**config.mk**
```make
export PLATFORM = sky130hd
export DESIGN_NAME = shuffled_minimal_standard_rng
export DESIGN_NICKNAME = d
export VERILOG_FILES = /design/src/design/smsrng_pkg.sv /design/src/design/shuffled_minimal_standard_rng.sv /design/src/design/smsrng_ram.sv /design/src/design/smsrng_step.sv /design/src/design/smsrng_div.sv
export SDC_FILE = /design/constraint.sdc
export NUM_CORES = 2
export LEC_CHECK = 0
export ABC_AREA = 0
export BUFFER_PORTS_ARGS = -buffer_cell sky130_fd_sc_hd__clkbuf_2
export CAP_MARGIN = 30
export CELL_PAD_IN_SITES_DETAIL_PLACEMENT = 2
export CELL_PAD_IN_SITES_GLOBAL_PLACEMENT = 2
export CORE_MARGIN = 2
export CORE_UTILIZATION = 45
export CTS_CLUSTER_DIAMETER = 100
export DETAILED_ROUTE_END_ITERATION = 16
export GPL_TIMING_DRIVEN = 0
export PLACE_DENSITY_LB_ADDON = 0.1
export SYNTH_ARGS = -nofsm -noshare
export SYNTH_HDL_FRONTEND = slang
export SYNTH_SLANG_ARGS = --single-unit
```
**constraint.sdc**
```tcl
create_clock -name clk -period 8.74 [get_ports clk]
set_clock_uncertainty 0.15 [all_clocks]
set_input_delay 0.874 -clock clk [delete_from_list [all_inputs] [get_ports clk]]
set_output_delay 0.874 -clock clk [all_outputs]
set_load 0.01 [all_outputs]
```
**src/design/smsrng_pkg.sv**
```systemverilog
// Package for the shuffled minimal standard generator: widths, constants and types.
// No dependencies; imported by every module of the block but smsrng_ram.
package smsrng_pkg;

  localparam int VALUE_W = 31;
  localparam int MUL_W   = 15;
  localparam int PROD_W  = VALUE_W + MUL_W;
  localparam int DATA_W  = 32;
  localparam int ADDR_W  = 3;
  localparam int REG_IDX_W = ADDR_W - 2;

  localparam int TABLE_ENTRIES_DEF = 32;
  localparam int EXTRA_WARMUP_DEF  = 8;

  localparam logic [MUL_W-1:0]   LEHMER_MUL = 15'd16807;
  localparam logic [VALUE_W-1:0] LEHMER_MOD = 31'h7FFF_FFFF;
  localparam logic [VALUE_W-1:0] OUT_LIMIT  = 31'd2147483389;

  // Register index codes on the configuration port.
  localparam logic [REG_IDX_W-1:0] REG_SEED = 1'b0;

  typedef logic [VALUE_W-1:0] value_t;

endpackage

```
**src/design/shuffled_minimal_standard_rng.sv**
```systemverilog
// Top level of the shuffled minimal standard generator: sequencer, registers, APB port.
// Depends on smsrng_pkg, smsrng_step, smsrng_div and smsrng_ram.
//
//   channel   direction  handshake            payload
//   in        sink       in_valid/in_ready    reseed
//   out       source     out_valid/out_ready  random_value
//   apb       slave      psel/penable/pready  paddr, pwdata, prdata
//
// A draw runs through six sequencer states (multiply, fold, bucket index, table read,
// table write, output load) and then returns to idle, where the next beat is taken.
// A warm-up, on the first beat after reset or on reseed, first runs TABLE_ENTRIES+
// EXTRA_WARMUP_STEPS steps of the shared multiply-fold unit, each a multiply and a fold state.
// One beat is in work at a time and in_ready is high only in idle; a stalled result holds
// the sequencer in its output state. Reset is synchronous; warm-up fills the table first.
module shuffled_minimal_standard_rng import smsrng_pkg::*; #(
  parameter int TABLE_ENTRIES      = TABLE_ENTRIES_DEF,
  parameter int EXTRA_WARMUP_STEPS = EXTRA_WARMUP_DEF
) (
  input  logic              clk,
  input  logic              rst,
  input  logic              psel,
  input  logic              penable,
  input  logic              pwrite,
  input  logic [ADDR_W-1:0] paddr,
  input  logic [DATA_W-1:0] pwdata,
  output logic [DATA_W-1:0] prdata,
  output logic              pready,
  input  logic              in_valid,
  output logic              in_ready,
  input  logic              reseed,
  output logic              out_valid,
  input  logic              out_ready,
  output value_t            random_value
);

  localparam int AW         = $clog2(TABLE_ENTRIES);
  localparam int WARM_STEPS = TABLE_ENTRIES + EXTRA_WARMUP_STEPS;
  localparam int CW         = $clog2(WARM_STEPS);

  typedef enum logic [8:0] {
    ST_IDLE      = 9'b000000001,
    ST_WARM_MUL  = 9'b000000010,
    ST_WARM_RED  = 9'b000000100,
    ST_DRAW_MUL  = 9'b000001000,
    ST_DRAW_RED  = 9'b000010000,
    ST_DIV_WAIT  = 9'b000100000,
    ST_READ      = 9'b001000000,
    ST_WRITE     = 9'b010000000,
    ST_OUT       = 9'b100000000
  } state_t;

  state_t         state, state_next;
  value_t         seed;
  value_t         seed_fixed;
  value_t         lcg;
  value_t         last_pick;
  logic [CW-1:0]  count;
  value_t         step_result;
  logic           div_start;
  logic           div_busy;
  logic [AW-1:0]  div_idx;
  logic           ram_we;
  logic [AW-1:0]  ram_waddr;
  value_t         ram_wdata;
  logic           ram_re;
  value_t         ram_rdata;
  logic           in_fire;
  logic           cfg_write;
  logic           out_load;
  logic           warm_in_table;

  // Configuration port.
  assign pready    = 1'b1;
  assign cfg_write = psel && penable && pwrite && pready;
  assign prdata    = (paddr[ADDR_W-1:2] == REG_SEED) ? {1'b0, seed} : '0;

  always_ff @(posedge clk) begin
    if (rst) begin
      seed <= value_t'(1);
    end else if (cfg_write && paddr[ADDR_W-1:2] == REG_SEED) begin
      seed <= pwdata[VALUE_W-1:0];
    end
  end

  // Zero and the modulus itself both start the generator at one.
  assign seed_fixed = (seed == '0 || seed == LEHMER_MOD) ? value_t'(1) : seed;

  assign in_ready      = (state == ST_IDLE);
  assign in_fire       = in_valid && in_ready;
  assign out_load      = (state == ST_OUT) && (!out_valid || out_ready);
  assign warm_in_table = {1'b0, count} < (CW+1)'(TABLE_ENTRIES);
  assign div_start     = (state == ST_DRAW_MUL);

  smsrng_step u_step (
    .clk     (clk),
    .operand (lcg),
    .result  (step_result)
  );

  smsrng_div #(
    .TABLE_ENTRIES (TABLE_ENTRIES)
  ) u_div (
    .clk      (clk),
    .rst      (rst),
    .start    (div_start),
    .dividend (last_pick),
    .busy     (div_busy),
    .idx      (div_idx)
  );

  always_comb begin
    ram_we    = 1'b0;
    ram_waddr = count[AW-1:0];
    ram_wdata = step_result;
    ram_re    = (state == ST_READ);
    if (state == ST_WARM_RED && warm_in_table) begin
      ram_we = 1'b1;
    end else if (state == ST_WRITE) begin
      ram_we    = 1'b1;
      ram_waddr = div_idx;
      ram_wdata = lcg;
    end
  end

  smsrng_ram #(
    .WIDTH (VALUE_W),
    .DEPTH (TABLE_ENTRIES)
  ) u_table (
    .clk   (clk),
    .we    (ram_we),
    .waddr (ram_waddr),
    .wdata (ram_wdata),
    .re    (ram_re),
    .raddr (div_idx),
    .rdata (ram_rdata)
  );

  always_comb begin
    state_next = state;
    case (state)
      ST_IDLE: begin
        if (in_fire) begin
          state_next = (reseed || last_pick == '0) ? ST_WARM_MUL : ST_DRAW_MUL;
        end
      end
      ST_WARM_MUL: state_next = ST_WARM_RED;
      ST_WARM_RED: state_next = (count == '0) ? ST_DRAW_MUL : ST_WARM_MUL;
      ST_DRAW_MUL: state_next = ST_DRAW_RED;
      ST_DRAW_RED: state_next = ST_DIV_WAIT;
      ST_DIV_WAIT: begin
        if (!div_busy) begin
          state_next = ST_READ;
        end
      end
      ST_READ:  state_next = ST_WRITE;
      ST_WRITE: state_next = ST_OUT;
      ST_OUT: begin
        if (out_load) begin
          state_next = ST_IDLE;
        end
      end
      default: state_next = ST_IDLE;
    endcase
  end

  always_ff @(posedge clk) begin
    if (rst) begin
      state     <= ST_IDLE;
      lcg       <= '0;
      last_pick <= '0;
      out_valid <= 1'b0;
    end else begin
      state <= state_next;
      if (in_fire && (reseed || last_pick == '0)) begin
        lcg <= seed_fixed;
      end else if (state == ST_WARM_RED || state == ST_DRAW_RED) begin
        lcg <= step_result;
      end
      // The last warm-up step is table entry zero, which is the first pick.
      if (state == ST_WARM_RED && count == '0) begin
        last_pick <= step_result;
      end else if (state == ST_WRITE) begin
        last_pick <= ram_rdata;
      end
      if (out_load) begin
        out_valid <= 1'b1;
      end else if (out_ready) begin
        out_valid <= 1'b0;
      end
    end
  end

  always_ff @(posedge clk) begin
    if (in_fire) begin
      count <= CW'(WARM_STEPS - 1);
    end else if (state == ST_WARM_RED && count != '0) begin
      count <= count - 1'b1;
    end
    if (out_load) begin
      random_value <= (last_pick > OUT_LIMIT) ? OUT_LIMIT : last_pick;
    end
  end

endmodule

```
**src/design/smsrng_ram.sv**
```systemverilog
// Generic single write port, single read port RAM with registered read data.
// No dependencies.
module smsrng_ram #(
  parameter int WIDTH = 31,
  parameter int DEPTH = 32
) (
  input  logic                     clk,
  input  logic                     we,
  input  logic [$clog2(DEPTH)-1:0] waddr,
  input  logic [WIDTH-1:0]         wdata,
  input  logic                     re,
  input  logic [$clog2(DEPTH)-1:0] raddr,
  output logic [WIDTH-1:0]         rdata
);

  logic [WIDTH-1:0] mem [DEPTH];

  always_ff @(posedge clk) begin
    if (we) begin
      mem[waddr] <= wdata;
    end
    if (re) begin
      rdata <= mem[raddr];
    end
  end

endmodule

```
**src/design/smsrng_step.sv**
```systemverilog
// Shared Lehmer step unit: multiply by 16807, register, then fold modulo 2^31-1.
// Depends on smsrng_pkg.
module smsrng_step import smsrng_pkg::*; (
  input  logic   clk,
  input  value_t operand,
  output value_t result
);

  logic [PROD_W-1:0]  prod;
  logic [VALUE_W:0]   fold;
  logic [VALUE_W:0]   fold_sub;

  always_ff @(posedge clk) begin
    prod <= PROD_W'(operand) * PROD_W'(LEHMER_MUL);
  end

  // 2^31 is 1 modulo 2^31-1, so the high part folds onto the low part.
  always_comb begin
    fold     = {1'b0, prod[VALUE_W-1:0]} + (VALUE_W+1)'(prod[PROD_W-1:VALUE_W]);
    fold_sub = fold - {1'b0, LEHMER_MOD};
    result   = (fold >= {1'b0, LEHMER_MOD}) ? fold_sub[VALUE_W-1:0] : fold[VALUE_W-1:0];
  end

endmodule

```
**src/design/smsrng_div.sv**
```systemverilog
// Bucket index unit: scales a value by the entry count, then corrects the estimate by at most
// one after comparing it against the bucket bounds. Depends on smsrng_pkg.
module smsrng_div import smsrng_pkg::*; #(
  parameter int TABLE_ENTRIES = TABLE_ENTRIES_DEF
) (
  input  logic                             clk,
  input  logic                             rst,
  input  logic                             start,
  input  value_t                           dividend,
  output logic                             busy,
  output logic [$clog2(TABLE_ENTRIES)-1:0] idx
);

  localparam int AW = $clog2(TABLE_ENTRIES);
  localparam int QW = $clog2(TABLE_ENTRIES + 1) + 1;
  localparam int DW = VALUE_W + QW;
  localparam longint BUCKET_DIV = 1 + 64'd2147483646 / TABLE_ENTRIES;

  value_t          held;
  logic [QW-1:0]   q_est;
  logic [QW-1:0]   quo;
  logic [DW-1:0]   scaled;
  logic [DW-1:0]   lower;
  logic [DW-1:0]   upper;

  // The bucket size times the entry count lies within the entry count of 2^31, so the
  // scaled estimate is at most one away from the true quotient.
  always_comb begin
    scaled = DW'(dividend) * DW'(TABLE_ENTRIES);
    lower  = DW'(q_est) * DW'(BUCKET_DIV);
    upper  = lower + DW'(BUCKET_DIV);
  end

  always_ff @(posedge clk) begin
    if (rst) begin
      busy <= 1'b0;
    end else begin
      busy <= start;
    end
  end

  always_ff @(posedge clk) begin
    if (start) begin
      held  <= dividend;
      q_est <= scaled[DW-1:VALUE_W];
    end else if (busy) begin
      if (lower > DW'(held)) begin
        quo <= q_est - QW'(1);
      end else if (upper <= DW'(held)) begin
        quo <= q_est + QW'(1);
      end else begin
        quo <= q_est;
      end
    end
  end

  // A quotient past the table saturates to the last entry.
  assign idx = (quo >= QW'(TABLE_ENTRIES)) ? AW'(TABLE_ENTRIES - 1) : quo[AW-1:0];

endmodule

```
Yosys cells after proc, flatten, opt, wreduce, memory -nomap -nowiden
Memory sizes are Yosys's and may differ from the RTL's. A register that Yosys moved wholly into a read port is not among the register bits.
Cells that the tools add are included.
{"block": "classes", "muxes": 26, "eq_ne": 13, "addsub": 6, "magnitude_cmp": 6, "n_reduce_logical": 23, "multipliers": 1, "bitwise_logic": 2}
{"cell": "two-way mux 31 bit", "n": 9}
{"cell": "case mux 9 bit (9 select lines)", "n": 1}
{"cell": "logical NOT 31 bit", "n": 2}
{"cell": "multiplier 31 x 15 -> 46 bit (second input constant)", "n": 1}
{"cell": "less-or-equal comparator 38 x 31 -> 1 bit", "n": 1}
{"cell": "adder 31 x 15 -> 32 bit", "n": 1}
{"cell": "adder 31 x 27 -> 32 bit (second input constant)", "n": 1}
{"cell": "greater-or-equal comparator 32 x 31 -> 1 bit (second input constant)", "n": 1}
{"cell": "== test 31 bit (second input constant)", "n": 1}
{"cell": "> comparator 31 bit", "n": 1}
{"cell": "> comparator 31 bit (second input constant)", "n": 1}
{"cell": "subtractor 31 bit (second input constant)", "n": 1}
{"cell": "two-way mux 9 bit", "n": 3}
{"cell": "two-way mux 5 bit", "n": 3}
{"cell": "two-way mux 7 bit", "n": 2}
{"cell": "== test 9 x 1 -> 1 bit (second input constant)", "n": 1}
{"cell": "== test 9 x 2 -> 1 bit (second input constant)", "n": 1}
{"cell": "== test 9 x 3 -> 1 bit (second input constant)", "n": 1}
{"cell": "== test 9 x 4 -> 1 bit (second input constant)", "n": 1}
{"cell": "== test 9 x 5 -> 1 bit (second input constant)", "n": 1}
{"cell": "== test 9 x 6 -> 1 bit (second input constant)", "n": 1}
{"cell": "== test 9 x 7 -> 1 bit (second input constant)", "n": 1}
{"cell": "== test 9 x 8 -> 1 bit (second input constant)", "n": 1}
{"cell": "== test 9 bit (second input constant)", "n": 1}
{"cell": "18 further kinds", "n": 39}
{"block": "totals", "n_memories": 1, "in_bits": 43, "reg_bits": 230, "mem_bits_rw": 992}
{"memory": "u_table.mem", "words": 32, "width": 31, "rd": 1, "rd_ports_with_merged_regs": 1, "wr": 1, "line": "smsrng_ram.sv:16", "source": "logic [WIDTH-1:0] mem [DEPTH];"}

Depth between registers and ports, before layout
{"block": "logic_depth", "ltp_word": 5, "mapped_depth": 23}

Hierarchy
Synthesis repeated with hierarchy kept, for this count alone.
{"block": "unflattened", "cells_unflattened": 4154, "hier_area_um2": 57674.1}
{"module": "smsrng_ram", "n_inst": 1, "area_each_um2": 39474.1, "cells_per_inst": 2192}
{"module": "smsrng_step", "n_inst": 1, "area_each_um2": 10425.0, "cells_per_inst": 1166}
{"module": "shuffled_minimal_standard_rng", "n_inst": 1, "area_each_um2": 7110.6, "cells_per_inst": 747}
{"module": "smsrng_div", "n_inst": 1, "area_each_um2": 664.4, "cells_per_inst": 49}

Worst setup path after synthesis
Ideal clock, no wire load.
{"block": "synth_timing", "kind": "register -> register", "start": "register lcg[13]", "end": "register u_step.prod[44]", "path_buffers": 0, "setup_slack_ns": 2.697, "required_ns": 8.518, "setup_time_ns": 0.072, "t_arrival_ns": 5.820, "path_stages_with_launch": 21, "path_cell_list": "dfxtp_1 > inv_1 > fa_1 > inv_1 > ha_1 > inv_1 > fa_1 > fa_1 > fa_1 > fa_1 > inv_1 > ha_1 > and4_1 > nor4bb_1 > a211oi_1 > o21ai_0 > o2bb2ai_1 > a2111oi_0 > nor3b_1 > o21ai_0 > xnor2_1"}
{"block": "synth_via", "elab_chain_cells": 1}
{"element": "start, declared", "line": "shuffled_minimal_standard_rng.sv:55", "source": "value_t lcg;"}
{"element": "start signal, assigned", "line": "shuffled_minimal_standard_rng.sv:175", "source": "lcg <= seed_fixed;"}
{"element": "start signal, assigned", "line": "shuffled_minimal_standard_rng.sv:177", "source": "lcg <= step_result;"}
{"element": "multiplier 31 x 15 -> 46 bit", "line": "smsrng_step.sv:14", "source": "prod <= PROD_W'(operand) * PROD_W'(LEHMER_MUL);"}
{"element": "end signal, assigned", "line": "smsrng_step.sv:14"}
{"element": "end, declared", "line": "smsrng_step.sv:9", "source": "logic [PROD_W-1:0] prod;"}
Every way passes these cells.
A chain may end at the register's enable or synchronous reset.

Worst setup path in the final report
{"block": "layout_timing", "start": "register lcg[8]", "end": "register u_step.prod[43]"}
Same word-level chain as after synthesis.

==> run_summary.xml <==
<?xml version="1.0" encoding="UTF-8"?>
<metrics>
  <group name="route">
    <metric name="detail_route.wl_per_cell" unit="µm">37.51</metric>
    <metric name="num_vias" unit="">37780</metric>
    <metric name="detail_route.iter0.violations" unit="">3942</metric>
    <metric name="finalWirelength" unit="µm">221000</metric>
    <metric name="post_route_drc_violation_count" unit="">0</metric>
    <metric name="final_antenna_net_count" unit="">0</metric>
    <metric name="drt_pre_antenna_iters" unit="">5</metric>
    <metric name="drt-vias-per-instance" unit="">6.414</metric>
  </group>
  <group name="sta">
    <metric name="final-hold-violation-count" unit="">0</metric>
    <metric name="min_period_over_period" unit="%">87.63</metric>
    <metric name="slew_viol_final" unit="">0</metric>
    <metric name="setup_viol_count_final" unit="">0</metric>
    <metric name="clock.fmax" unit="MHz">130.6</metric>
    <metric name="worst-slew-pin-transition" unit="ps">1157</metric>
    <metric name="rsz0062_at_grt" unit="">false</metric>
    <metric name="min_period" unit="ps">7659</metric>
    <metric name="slew_headroom" unit="%">22.87</metric>
    <metric name="final.setup.tns" unit="ps">0</metric>
  </group>
  <group name="synth">
    <metric name="postSynth.topFlopCell" unit="">sky130_fd_sc_hd__edfxtp_1</metric>
    <metric name="ys_top_cells_by_area" unit="">sky130_fd_sc_hd__edfxtp_1, sky130_fd_sc_hd__mux4_2, sky130_fd_sc_hd__dfxtp_1</metric>
    <metric name="async_flop_share" unit="%">0</metric>
    <metric name="synthesis.area" unit="mm²">0.05609</metric>
    <metric name="ys.warnings.count" unit="">0</metric>
    <metric name="avgSynthCellArea" unit="µm²">14.77</metric>
    <metric name="synth_compound_area_share" unit="%">9.484</metric>
    <metric name="mux_contribution_to_synthesized_area" unit="%">8.183</metric>
    <metric name="number_of_enable_type_register_cells_in_the_synthesized_netlist" unit="">1066</metric>
    <metric name="post-synth-top-area-fraction" unit="%">57.08</metric>
    <metric name="yosys.area_share.adder" unit="%">9.423</metric>
    <metric name="ys_seq_area_share" unit="%">62.64</metric>
    <metric name="netlist_instances" unit="">3798</metric>
    <metric name="synth_top_cells_by_count" unit="">sky130_fd_sc_hd__edfxtp_1, sky130_fd_sc_hd__inv_1, sky130_fd_sc_hd__ha_1, sky130_fd_sc_hd__o21ai_0, sky130_fd_sc_hd__mux4_2</metric>
    <metric name="post-synth-top-count-cell" unit="">sky130_fd_sc_hd__edfxtp_1</metric>
    <metric name="synth_xor_area_share" unit="%">1.156</metric>
    <metric name="yosys.cell_types.count" unit="">85</metric>
    <metric name="post_synth_and_or_nand_nor_area_fraction" unit="%">5.506</metric>
    <metric name="ff_latch_count_synth" unit="">1222</metric>
    <metric name="synth_top_cell_by_area" unit="">sky130_fd_sc_hd__edfxtp_1</metric>
    <metric name="combinational_family_with_the_most_area_after_synthesis" unit="">compound AO/OA/AOI/OAI gates</metric>
  </group>
  <group name="clock_network">
    <metric name="cts_hold_buffers" unit="">0</metric>
    <metric name="numClockSinks" unit="">1222</metric>
    <metric name="clock_tree.htree_level_count" unit="">4</metric>
    <metric name="cts.repair_timing.setup_buffer_count" unit="">0</metric>
    <metric name="clkSlewWorstSetupHoldPaths" unit="ps">60</metric>
    <metric name="cts_tree" unit="">done</metric>
    <metric name="clock_path_buffers" unit="">3</metric>
    <metric name="cts-buffers-inserted" unit="">134</metric>
    <metric name="worstSkewPairLatency" unit="ps">810</metric>
    <metric name="cts.repair.resized" unit="">0</metric>
    <metric name="cts-root-buf" unit="">sky130_fd_sc_hd__clkbuf_16</metric>
  </group>
  <group name="placement">
    <metric name="place_hpwl" unit="µm">146700</metric>
    <metric name="dpl-instance-area" unit="mm²">0.06061</metric>
    <metric name="routabilityCongestion" unit="">0.8510</metric>
    <metric name="place.port_buffers" unit="">103</metric>
  </group>
  <group name="worst_hold_path">
    <metric name="worstHoldPathType" unit="">in -&gt; reg</metric>
    <metric name="hold_startpoint" unit="">pwdata[5]</metric>
    <metric name="hold_end" unit="">seed[5]$_SDFFE_PP0P_</metric>
    <metric name="holdPathStages" unit="">3</metric>
  </group>
  <group name="power_and_ir_drop">
    <metric name="pwr-share-clk" unit="%">42.2</metric>
    <metric name="internal-power" unit="W">0.01031</metric>
    <metric name="power.net_switching" unit="W">0.003689</metric>
    <metric name="pwr-share-comb" unit="%">9.7</metric>
    <metric name="vdd_ir_drop_max" unit="V">0.0002236</metric>
    <metric name="total_leakage_power" unit="nW">23.42</metric>
    <metric name="power_switching_share" unit="%">26.35</metric>
    <metric name="seq_power_share" unit="%">48.1</metric>
    <metric name="cellPowerDensity" unit="mW/mm²">214.3</metric>
  </group>
  <group name="worst_setup_path">
    <metric name="worst_reg2reg_setup_slack" unit="ps">1080</metric>
    <metric name="cp_data_required_time" unit="ps">9260</metric>
    <metric name="worst-r2r-cell-count" unit="">22</metric>
    <metric name="critical_path.cell_chain" unit="">inv_1, fa_1, inv_1, ha_1, inv_1, fa_1, inv_1, ha_1, fa_1, inv_1, fa_1, inv_1, ha_1, nand2_1, o21ai_0, nand4_1, a31oi_1, a2111oi_0, nor3_1, nand3_1, a31oi_1, xnor2_1</metric>
    <metric name="critical_path.slowest_cell" unit="">sky130_fd_sc_hd__dfxtp_1</metric>
    <metric name="worst_path_largest_cell_delay" unit="ps">800</metric>
    <metric name="crit_path_start" unit="">lcg[8]$_SDFFE_PP0P_</metric>
    <metric name="cp-end-kind" unit="">register</metric>
    <metric name="timing.critical_path.fanout_max" unit="">6</metric>
    <metric name="worst-setup-path-type" unit="">reg -&gt; reg</metric>
    <metric name="setup.worst_path.start_class" unit="">register</metric>
    <metric name="worst_path_most_repeated_cell" unit="">sky130_fd_sc_hd__inv_1</metric>
    <metric name="crit-reg2reg-launch" unit="">lcg[8]$_SDFFE_PP0P_</metric>
    <metric name="worst_ep_arrival_time" unit="ps">8180</metric>
    <metric name="worst_r2r_endpoint" unit="">u_step.prod[43]$_DFF_P_</metric>
  </group>
  <group name="global_routing">
    <metric name="antenna_found_initial" unit="">14</metric>
    <metric name="globalRouteOverflowTotal" unit="">0</metric>
    <metric name="first_global_vias" unit="">40910</metric>
    <metric name="grt_util_all_layers" unit="%">34.81</metric>
    <metric name="grt_first_pass_wirelength" unit="µm">311500</metric>
    <metric name="grt_max_degree" unit="">33</metric>
  </group>
  <group name="outcome">
    <metric name="run_status" unit="">finished, final reports clean</metric>
  </group>
  <group name="floorplan">
    <metric name="initial_core_util" unit="%">45.36</metric>
    <metric name="num_rows" unit="">129</metric>
    <metric name="core_region_area" unit="mm²">0.1236</metric>
    <metric name="dieArea" unit="mm²">0.1275</metric>
    <metric name="floorplan_die_width" unit="µm">357.0</metric>
    <metric name="ioPinCount" unit="">109</metric>
    <metric name="fp.dieH" unit="µm">357.0</metric>
  </group>
  <group name="job">
    <metric name="drv_cap" unit="">0</metric>
  </group>
  <group name="finish">
    <metric name="area_delta_synth_final" unit="%">16.45</metric>
    <metric name="final_net_count" unit="">4529</metric>
    <metric name="finish.instance_area" unit="mm²">0.06531</metric>
    <metric name="finished_core_util" unit="%">52.82</metric>
    <metric name="share_of_final_layout_standard_cells_stronger_than_drive_strength_1" unit="%">17.65</metric>
  </group>
</metrics>
[critical path: cells and delay by family (launching register included)]
kind	cells	cell delay [ps]
adder cells (fa/ha/maj)	7	3180
AO/OA/AOI/OAI	4	1310
AND/OR/NAND/NOR	4	1250
flip-flops	1	800
buffers and inverters	6	650
XOR/XNOR	1	180
[cells in the final DEF, fill, tap and decap left out, types with 12 or more instances in the layout]
cell                           n
sky130_fd_sc_hd__clkbuf_16   137
sky130_fd_sc_hd__nand4_1      28
sky130_fd_sc_hd__mux2_2       32
sky130_fd_sc_hd__nand3_1      34
sky130_fd_sc_hd__clkbuf_1    208
sky130_fd_sc_hd__buf_8        47
sky130_fd_sc_hd__buf_2        17
sky130_fd_sc_hd__mux4_2      186
sky130_fd_sc_hd__nor2b_1      40
sky130_fd_sc_hd__xor2_1       25
sky130_fd_sc_hd__and2_1       42
sky130_fd_sc_hd__bufinv_16    12
sky130_fd_sc_hd__o21ai_0     188
sky130_fd_sc_hd__buf_12       43
sky130_fd_sc_hd__buf_1        23
sky130_fd_sc_hd__and3_1       24
sky130_fd_sc_hd__a21o_1       34
sky130_fd_sc_hd__clkinv_1     23
sky130_fd_sc_hd__inv_1       305
sky130_fd_sc_hd__nor3_1       31
sky130_fd_sc_hd__a31oi_1      13
sky130_fd_sc_hd__nor2_4       32
sky130_fd_sc_hd__edfxtp_1   1066
sky130_fd_sc_hd__o21ai_2      15
sky130_fd_sc_hd__or2_2        18
sky130_fd_sc_hd__a211oi_1     61
sky130_fd_sc_hd__nor4_1       24
sky130_fd_sc_hd__nand2_1     166
sky130_fd_sc_hd__a22oi_1      20
sky130_fd_sc_hd__a21oi_1     117
sky130_fd_sc_hd__o22ai_1     125
sky130_fd_sc_hd__o221ai_1    124
sky130_fd_sc_hd__dfxtp_1     156
sky130_fd_sc_hd__nor2_1       88
sky130_fd_sc_hd__ha_1        208
sky130_fd_sc_hd__clkinv_2     24
sky130_fd_sc_hd__fa_1        134
sky130_fd_sc_hd__xnor2_1      49
sky130_fd_sc_hd__clkbuf_2    104
[power groups by stage]
stage | Clock [W] | Sequential, W | Combinational [W]
finish | 0.00591 | 0.00674 | 0.00135
global route | 0.00611 | 0.00674 | 0.00144
CTS | 0.00594 | 0.00674 | 0.00131
detailed placement | 0 | 0.00687 | 0.00129
global placement | 0 | 0.00692 | 0.00106
floorplan | 0 | 0.00683 | 0.000637
[routing by layer]
| metal | global-route usage [%] | part of all wire [%] | wire length, µm |
|---|---|---|---|
| met5 | 0 | 0.018 | 40 |
| met4 | 17.61 | 5.2 | 11570 |
| met3 | 5.776 | 6.5 | 14450 |
| met2 | 61.27 | 52 | 114000 |
| met1 | 41.22 | 37 | 80970 |
[worst max path at each step]
stage / end / depth (start not counted)
finish: u_step.prod[43]$_DFF_P_ / 22
global route: u_step.prod[44]$_DFF_P_ / 23
CTS: u_step.prod[43]$_DFF_P_ / 22
detailed placement: u_step.prod[43]$_DFF_P_ / 22
global placement: u_table.mem[30][5]$_DFFE_PP_ / 7
floorplan: u_step.prod[44]$_DFF_P_ / 20
[per-stage QoR]
step                      hold slack (ps)  instances  setup slack [ps]  total power [W]
final                               161.6       5891              1081          0.01400
after floorplan                     298.5       3800              2697         0.007472
after detailed placement            383.8       5626              1057         0.008155
after global routing                165.0       5888             576.6          0.01429
after global placement              383.3       5540            -353.1         0.007974
after CTS                           127.4       5868             958.3          0.01399
[area by class of cell]
class                      instances  area [µm²]
timing repair buffer             208        2261
tap                             1637        2048
sequential                      1222       35130
clock buffer                     168        3565
clock inverter                    74       820.8
antenna                            4       10.01
multi-input combinational       2051       19460
inverter                         306        1149
buffer                           221       867.1
fill                           11320       58330
[state kept, by name, indices dropped and copies added (netlist names)]
| signal | flops |
|---|---|
| count | 6 |
| last_pick | 31 |
| lcg | 31 |
| out_valid | 1 |
| random_value | 31 |
| seed | 31 |
| state | 9 |
| u_div.busy | 1 |
| u_div.held | 5 |
| u_div.quo | 7 |
| u_step.prod | 46 |
| u_table.mem | 992 |
| u_table.rdata | 31 |
[kinds of logic after synthesis]
logic type	after synthesis
compound gates	812
xor+xnor	74
fa+ha+maj	342
buf+inv	527
flops	1222
mux	222
other cells	2
simple gates	597
(Power assumes the default switching activity.)
